**src/ufb_pkg.sv**
```systemverilog
// ufb_pkg: shared constants and request/result payload types
package ufb_pkg;

  localparam int UFB_MAX_NODES = 256;
  localparam int NODE_W        = 8;
  localparam int NODE_SPAN     = 2 ** NODE_W;
  localparam int WEIGHT_W      = 32;
  localparam int CFG_W         = 9;
  localparam logic [CFG_W-1:0] NODE_COUNT_RESET = 9'd256;

  typedef struct packed {
    logic                start_req;
    logic [WEIGHT_W-1:0] edge_weight;
    logic [NODE_W-1:0]   node_a;
    logic [NODE_W-1:0]   node_b;
    logic                last_edge;
  } edge_item_t;

  typedef struct packed {
    logic [WEIGHT_W-1:0] bottleneck;
    logic                merged;
    logic                connected;
    logic                final_res;
  } result_item_t;

endpackage

```
**src/ufb_edge_if.sv**
```systemverilog
// ufb_edge_if: valid/ready channel carrying one edge request
interface ufb_edge_if;
  logic                valid;
  logic                ready;
  ufb_pkg::edge_item_t data;

  modport source (output valid, output data, input ready);
  modport sink (input valid, input data, output ready);
endinterface

```
**src/ufb_result_if.sv**
```systemverilog
// ufb_result_if: valid/ready channel carrying one result
interface ufb_result_if;
  logic                  valid;
  logic                  ready;
  ufb_pkg::result_item_t data;

  modport source (output valid, output data, input ready);
  modport sink (input valid, input data, output ready);
endinterface

```
**src/union_find_bottleneck_path.sv**
```systemverilog
// union_find_bottleneck_path: union-find bottleneck path engine over a parent memory
//
//   channel    | dir | handshake          | payload
//   edges      | in  | valid/ready        | start_req, edge_weight, node_a, node_b, last_edge
//   results    | out | valid/ready        | bottleneck, merged, connected, final_res
//   cfg        | in  | cfg_we, no wait    | node_count (9 bit)
//
// one request at a time; each root find is paced by the single read port
// of the parent memory, whose read data is registered
// a request takes 2 finds when 0 and 1 are already joined, else 6 finds
// start_req adds a clear sweep over node_count entries (held to 2..MAX_NODES)
// after reset a sweep over all MAX_NODES entries runs with edges.ready low
// a result waiting on results.ready holds the engine in its final step only
module union_find_bottleneck_path #(
  parameter int MAX_NODES = ufb_pkg::UFB_MAX_NODES
) (
  input  logic                     clk,
  input  logic                     rst,
  input  logic                     cfg_we,
  input  logic [ufb_pkg::CFG_W-1:0] cfg_wdata,
  ufb_edge_if.sink                 edges,
  ufb_result_if.source             results
);
  import ufb_pkg::*;

  localparam int NW    = (MAX_NODES > 1) ? $clog2(MAX_NODES) : 1;
  localparam int CW    = $clog2(MAX_NODES + 1);
  localparam int CMP_W = (CW > CFG_W) ? CW : CFG_W;

  typedef enum logic [5:0] {
    S_CLR  = 6'b000001,
    S_IDLE = 6'b000010,
    S_RD   = 6'b000100,
    S_CHK  = 6'b001000,
    S_GP   = 6'b010000,
    S_DONE = 6'b100000
  } state_t;

  typedef enum logic [5:0] {
    P_ROOT0  = 6'b000001,
    P_ROOT1  = 6'b000010,
    P_ROOTA  = 6'b000100,
    P_ROOTB  = 6'b001000,
    P_AFTER0 = 6'b010000,
    P_AFTER1 = 6'b100000
  } phase_t;

  state_t              state;
  phase_t              phase;
  logic [NW-1:0]       v;
  logic [NW-1:0]       root0;
  logic [NW-1:0]       ra;
  logic [CW-1:0]       clr_idx;
  logic [CW-1:0]       clr_lim;
  logic [CW-1:0]       clr_lim_next;
  logic                clr_to_rd;
  logic [WEIGHT_W-1:0] wt;
  logic [NW-1:0]       na;
  logic [NW-1:0]       nb;
  logic                last_q;
  logic [WEIGHT_W-1:0] bneck;
  logic                merged_q;
  logic                joined_q;
  logic [CFG_W-1:0]    node_count;

  logic [NW-1:0]       parent_mem [MAX_NODES];
  logic [NW-1:0]       rdata;
  logic [NW-1:0]       raddr;
  logic                we;
  logic [NW-1:0]       waddr;
  logic [NW-1:0]       wdata;

  logic [NW-1:0]       wrap_tab [NODE_SPAN];
  logic [CMP_W-1:0]    nc_ext;
  logic                root_hit;
  logic                accept;

  // node numbers wrap modulo the table depth
  for (genvar gi = 0; gi < NODE_SPAN; gi++) begin : g_wrap
    assign wrap_tab[gi] = NW'(gi % MAX_NODES);
  end

  assign edges.ready = (state == S_IDLE);
  assign accept      = edges.valid && edges.ready;
  assign root_hit    = (rdata == v);

  always_comb begin
    nc_ext = CMP_W'(node_count);
    if (nc_ext < CMP_W'(2)) begin
      clr_lim_next = CW'(2);
    end else if (nc_ext > CMP_W'(MAX_NODES)) begin
      clr_lim_next = CW'(MAX_NODES);
    end else begin
      clr_lim_next = CW'(nc_ext);
    end
  end

  // memory access control
  always_comb begin
    raddr = v;
    we    = 1'b0;
    waddr = v;
    wdata = rdata;
    case (state)
      S_CLR: begin
        we    = 1'b1;
        waddr = clr_idx[NW-1:0];
        wdata = clr_idx[NW-1:0];
      end
      S_CHK: begin
        if (!root_hit) begin
          raddr = rdata;
        end else if (phase == P_ROOTB && ra != v) begin
          we    = 1'b1;
          waddr = ra;
          wdata = v;
        end
      end
      S_GP: begin
        // path halving: point v at its grandparent and carry on from there
        raddr = rdata;
        we    = 1'b1;
        waddr = v;
        wdata = rdata;
      end
      default: begin
        raddr = v;
      end
    endcase
  end

  always_ff @(posedge clk) begin
    if (we) begin
      parent_mem[waddr] <= wdata;
    end
    if (we && waddr == raddr) begin
      rdata <= wdata;
    end else begin
      rdata <= parent_mem[raddr];
    end
  end

  always_ff @(posedge clk) begin
    if (rst) begin
      node_count <= NODE_COUNT_RESET;
    end else if (cfg_we) begin
      node_count <= cfg_wdata;
    end
  end

  always_ff @(posedge clk) begin
    if (rst) begin
      state         <= S_CLR;
      phase         <= P_ROOT0;
      clr_idx       <= '0;
      clr_lim       <= CW'(MAX_NODES);
      clr_to_rd     <= 1'b0;
      bneck         <= '0;
      results.valid <= 1'b0;
    end else begin
      if (state == S_DONE && (!results.valid || results.ready)) begin
        results.valid <= 1'b1;
      end else if (results.valid && results.ready) begin
        results.valid <= 1'b0;
      end
      case (state)
        S_CLR: begin
          clr_idx <= clr_idx + CW'(1);
          if (clr_idx == clr_lim - CW'(1)) begin
            state <= clr_to_rd ? S_RD : S_IDLE;
          end
        end
        S_IDLE: begin
          if (accept) begin
            wt       <= edges.data.edge_weight;
            na       <= wrap_tab[edges.data.node_a];
            nb       <= wrap_tab[edges.data.node_b];
            last_q   <= edges.data.last_edge;
            merged_q <= 1'b0;
            phase    <= P_ROOT0;
            v        <= '0;
            if (edges.data.start_req) begin
              bneck     <= '0;
              clr_idx   <= '0;
              clr_lim   <= clr_lim_next;
              clr_to_rd <= 1'b1;
              state     <= S_CLR;
            end else begin
              state <= S_RD;
            end
          end
        end
        S_RD: begin
          state <= S_CHK;
        end
        S_CHK: begin
          if (!root_hit) begin
            state <= S_GP;
          end else begin
            state <= S_RD;
            case (phase)
              P_ROOT0: begin
                root0 <= v;
                v     <= NW'(1);
                phase <= P_ROOT1;
              end
              P_ROOT1: begin
                if (root0 == v) begin
                  joined_q <= 1'b1;
                  state    <= S_DONE;
                end else begin
                  v     <= na;
                  phase <= P_ROOTA;
                end
              end
              P_ROOTA: begin
                ra    <= v;
                v     <= nb;
                phase <= P_ROOTB;
              end
              P_ROOTB: begin
                if (ra != v) begin
                  merged_q <= 1'b1;
                  if (wt > bneck) begin
                    bneck <= wt;
                  end
                end
                v     <= '0;
                phase <= P_AFTER0;
              end
              P_AFTER0: begin
                root0 <= v;
                v     <= NW'(1);
                phase <= P_AFTER1;
              end
              P_AFTER1: begin
                joined_q <= (root0 == v);
                state    <= S_DONE;
              end
              default: begin
                state <= S_IDLE;
              end
            endcase
          end
        end
        S_GP: begin
          v     <= rdata;
          state <= S_CHK;
        end
        S_DONE: begin
          if (!results.valid || results.ready) begin
            state <= S_IDLE;
          end
        end
        default: begin
          state <= S_IDLE;
        end
      endcase
    end
  end

  // result payload, loaded as the request completes
  always_ff @(posedge clk) begin
    if (state == S_DONE && (!results.valid || results.ready)) begin
      results.data.bottleneck <= bneck;
      results.data.merged     <= merged_q;
      results.data.connected  <= joined_q;
      results.data.final_res  <= last_q;
    end
  end

endmodule

```
**src/flat_wrapper.sv**
```systemverilog
// flat-port wrapper written by rule: the top's interface ports become plain ports
module union_find_bottleneck_path_flat import ufb_pkg::*;
#(
  parameter int MAX_NODES = ufb_pkg::UFB_MAX_NODES
)
  (clk, rst, cfg_we, cfg_wdata, edges_valid, edges_data, edges_ready, results_valid, results_data, results_ready);
  ufb_edge_if edges_i ();
  ufb_result_if results_i ();
  input  logic clk;
  input  logic rst;
  input  logic cfg_we;
  input  logic [ufb_pkg::CFG_W-1:0] cfg_wdata;
  input wire logic [$bits(edges_i.valid)-1:0] edges_valid;
  input wire logic [$bits(edges_i.data)-1:0] edges_data;
  output wire logic [$bits(edges_i.ready)-1:0] edges_ready;
  output wire logic [$bits(results_i.valid)-1:0] results_valid;
  output wire logic [$bits(results_i.data)-1:0] results_data;
  input wire logic [$bits(results_i.ready)-1:0] results_ready;
  assign edges_i.valid = edges_valid;
  assign edges_i.data = edges_data;
  assign edges_ready = edges_i.ready;
  assign results_valid = results_i.valid;
  assign results_data = results_i.data;
  assign results_i.ready = results_ready;
  union_find_bottleneck_path #(.MAX_NODES(MAX_NODES)) u_core (.clk(clk), .rst(rst), .cfg_we(cfg_we), .cfg_wdata(cfg_wdata), .edges(edges_i), .results(results_i));
endmodule
```
**config.mk**
```make
export PLATFORM = sky130hd
export DESIGN_NAME = union_find_bottleneck_path_flat
export DESIGN_NICKNAME = d
export VERILOG_FILES = /design/src/ufb_pkg.sv /design/src/ufb_edge_if.sv /design/src/ufb_result_if.sv /design/src/union_find_bottleneck_path.sv /design/src/flat_wrapper.sv
export SDC_FILE = /design/constraint.sdc
export NUM_CORES = 2
export LEC_CHECK = 0
export ABC_AREA = 1
export BUFFER_PORTS_ARGS = -buffer_cell sky130_fd_sc_hd__buf_2
export CAP_MARGIN = 20
export CORE_MARGIN = 1.5
export CORE_UTILIZATION = 25
export CTS_BUF_LIST = sky130_fd_sc_hd__clkbuf_4
export DETAILED_ROUTE_END_ITERATION = 8
export PLACE_DENSITY = 0.42
export SETUP_SLACK_MARGIN = 0.2
export SYNTH_ARGS = -nofsm -noshare
export SYNTH_HDL_FRONTEND = slang
export SYNTH_SLANG_ARGS = --single-unit
```
**constraint.sdc**
```tcl
create_clock -name clk -period 16.95 [get_ports clk]
set_input_delay 0.8475 -clock clk [delete_from_list [all_inputs] [get_ports clk]]
set_output_delay 0.8475 -clock clk [all_outputs]
set_load 0.05 [all_outputs]
```
==> impl_metrics.ini <==
[clock_tree]
clkSinkCount = 2239
clock_edge_transition_at_the_registers_on_the_reported_setup_and_hold_paths_ns = 0.07
cts.root.buffer_cell = sky130_fd_sc_hd__clkbuf_4
post_cts_resize_count = 0
clk-insertion-delay-late_ns = 1.51
ctsHoldBuffers = 135
cts_made_buffers = 621
h_tree_depth = 6
clock_tree.buffer_depth = 4
cts_setup_buffers = 0
cts_tree = yes

[route]
routedLengthMet1_um = 128900
detail_route.wirelength_um = 296600
met2RoutedLength_um = 135800
route.antenna.remaining_nets = 0
vias = 63380
top_signal_layer_used = met5
viasPerCell = 4.649
drt-pass1-iter-count = 5
drc = 0
detail_route.iter0.violations = 5791
met3RoutedLength_um = 20560
post_drt_wl_per_cell_um = 21.76

[finish]
final_util_pct = 29.08
synthToLayoutAreaGrowth_pct = 15.73
nNetsFinal = 8436
sequential_cell_area_um2 = 66440
instances_no_fill = 13630
postLayoutCellArea_um2 = 106400
drive_gt1_share_pct = 14.48
multi_input_area_um2 = 22470
fillCellCount = 37810

[sta]
skew_ns = 0.1360
aggregate_negative_setup_slack_ns = 0
min_period_ns = 9.207
finalWorstSetupSlack_ns = 7.743
timing.final.setup_violations = 0
hold_viol = 0
tightest_slew_ns = 1.321
timing_max_transition_violations_final = 0
period_share_pct = 54.32
clock.fmax_mhz = 108.6
max-slew-margin-rel_pct = 11.95
rsz_0062_raised_after_global_routing = false

[place]
placed_cell_area_um2 = 97100
dp_worst_setup_slack_ns = 7.771
gp_congestion = 0.8334
dp.cells = 12400
port_buffer_count = 100
dp_hpwl_um = 164800

[yosys]
synth.ff_latch_count = 2239
netlist_instances = 7889
area_fraction_of_the_dominant_cell_type_after_synthesis_pct = 70.49
synthFlopType = sky130_fd_sc_hd__edfxtp_1
post_synth_instance_area_um2 = 91930
postSynthAreaPerCell_um2 = 11.65
cells_taking_the_most_area_after_synthesis = sky130_fd_sc_hd__edfxtp_1, sky130_fd_sc_hd__nand3_1, sky130_fd_sc_hd__nand2_1, sky130_fd_sc_hd__dfxtp_1, sky130_fd_sc_hd__buf_2
syn-num-nets = 7987
ys_warn_count = 0
synth_most_common_cell = sky130_fd_sc_hd__nand2_1
yosys.area.top_type = sky130_fd_sc_hd__edfxtp_1
yosys-top-cells-count = sky130_fd_sc_hd__nand2_1, sky130_fd_sc_hd__edfxtp_1, sky130_fd_sc_hd__nand3_1
ys_seq_area_share_pct = 72.26
ys_types = 50
async_reset_ff_share_pct = 0
synth_edf_count = 2158

[floorplan]
rows = 222
design.core.area_um2 = 365800
dieArea_um2 = 371400
die_w_um = 609.4
num_io_pins = 101
die_h_um = 609.4
initial_util_pct = 25.13

[pwr]
power.density_cell_area_nw_per_um2 = 134.3
leakage_uw = 0.03742
vdd_drop_max_mv = 0.1748

[critical_path]
arrival_ns = 10.28
critical_path.endpoint_type = flop
critPathMaxFanout = 157
criticalPathCategory = reg2reg
r2r_setup_slack_ns = 7.74
critPathRequiredTime_ns = 18.02
startpoint_type = flop

[grt]
pin_count_of_the_biggest_net_entering_global_routing = 172
globalRoute.totalOverflow = 0
first_global_vias = 64150
track_usage_pct = 15.52
grt_pass1_wl_um = 429100
grt_antenna_before_repair = 18

[outcome]
run_status = finished, final reports clean

[run]
drv.max_cap_violation_count = 0

[worst_hold_path]
min_path_type = in2reg
==> layout make-up <==
type                       count  area share (%)
antenna                       12         0.02823
clock buffer                 914           6.450
clock inverter               176          0.9820
inverter                     187          0.6833
multi-input combinational   4954           21.12
sequential                  2239           62.45
tap                         4816           5.664
timing repair buffer         335           2.620
==> state kept, by name, summed over array words and instances (netlist names), named ones only <==
name                  count
u_core.parent_mem      2048
u_core.nc_ext             9
u_core.nb                 8
u_core.root0              8
u_core.last_q             1
u_core.na                 8
u_core.merged_q           1
u_core.phase              6
u_core.ra                 8
u_core.clr_to_rd          1
u_core.results.valid      1
u_core.joined_q           1
u_core.clr_idx            9
u_core.bneck             32
u_core.state              6
u_core.v                  8
u_core.wt                32
u_core.results.data      35
u_core.clr_lim            9
==> through the flow <==
stage               total power, uW  hold slack, ns
CTS                           14520          0.1997
global route                  14920          0.3430
finish                        14290          0.4082
global placement               9499          0.4046
detailed placement             9496          0.4097
floorplan                      8520          0.4003
==> per-layer routing <==
layer	vias to the layer above	global-route usage, %
met3	582	3.587
li1	29300	-
met2	2228	24.68
met5	-	0
met1	31260	20.30
met4	16	6.413
==> worst paths after layout <==
kind                                start                             endpoint  cells after the start
hold reg to reg   u_core.last_q$_DFFE_PP_     u_core.results.data[0]$_DFFE_PP_                      0
setup reg to reg                     flop  u_core.parent_mem[236][4]$_DFFE_PP_                     26
hold / removal                edges_valid         u_core.phase[0]$_SDFFE_PP1P_                      4
setup / recovery                     flop  u_core.parent_mem[236][4]$_DFFE_PP_                     26
==> cells by family after synthesis <==
family          after synthesis  synth area share, %
compound gates              183                1.180
flops                      2239                72.26
buf+inv                     696                3.472
simple gates               4720                22.47
xor+xnor                     17               0.1620
fa+ha+maj                    34               0.4628
==> worst max-delay path, cell delays in order, from the launching register on <==
cell	delay, ns
sky130_fd_sc_hd__dfxtp_4	0.80
sky130_fd_sc_hd__buf_4	0.86
sky130_fd_sc_hd__buf_12	0.64
sky130_fd_sc_hd__buf_4	0.81
sky130_fd_sc_hd__buf_4	0.74
sky130_fd_sc_hd__nand2_1	0.11
sky130_fd_sc_hd__nand3_1	0.12
sky130_fd_sc_hd__nand3_1	0.10
sky130_fd_sc_hd__nand3_1	0.15
sky130_fd_sc_hd__nand3_1	0.17
sky130_fd_sc_hd__nand3_1	0.15
sky130_fd_sc_hd__nand3_1	0.32
sky130_fd_sc_hd__nand3_1	0.24
sky130_fd_sc_hd__nand2_1	0.15
sky130_fd_sc_hd__nand2_1	0.09
sky130_fd_sc_hd__nand2_1	0.07
sky130_fd_sc_hd__inv_2	0.05
sky130_fd_sc_hd__nand2_1	0.08
sky130_fd_sc_hd__nor2_4	0.26
sky130_fd_sc_hd__nand2_2	0.17
sky130_fd_sc_hd__nand2_4	0.16
sky130_fd_sc_hd__nor2_1	0.07
sky130_fd_sc_hd__inv_2	0.08
sky130_fd_sc_hd__nand2_2	0.08
sky130_fd_sc_hd__a21oi_2	0.75
sky130_fd_sc_hd__nand2_2	0.61
sky130_fd_sc_hd__nor2_1	0.72
==> placed cells by master, fill, tap and decap left out, types with 75 or more instances in the layout <==
cell type and n:
sky130_fd_sc_hd__dlygate4sd3_1 135, sky130_fd_sc_hd__buf_4 84, sky130_fd_sc_hd__nand2_1 2228, sky130_fd_sc_hd__clkinv_1 115, sky130_fd_sc_hd__edfxtp_1 2158, sky130_fd_sc_hd__dfxtp_1 75
sky130_fd_sc_hd__nor2_1 295, sky130_fd_sc_hd__inv_1 174, sky130_fd_sc_hd__buf_2 101, sky130_fd_sc_hd__clkbuf_4 914, sky130_fd_sc_hd__a21oi_1 78, sky130_fd_sc_hd__nand3_1 2051
==> power by group <==
group | total, uW | leakage (uW) | switching (uW) | internal (uW)
registers | 6930 | 0.0204 | 47.4 | 6880
logic | 2420 | 0.0123 | 2070 | 344
clock network | 4940 | 0.00470 | 2340 | 2600
total | 14300 | 0.0374 | 4460 | 9830
Power figures use the tool's default switching activity.
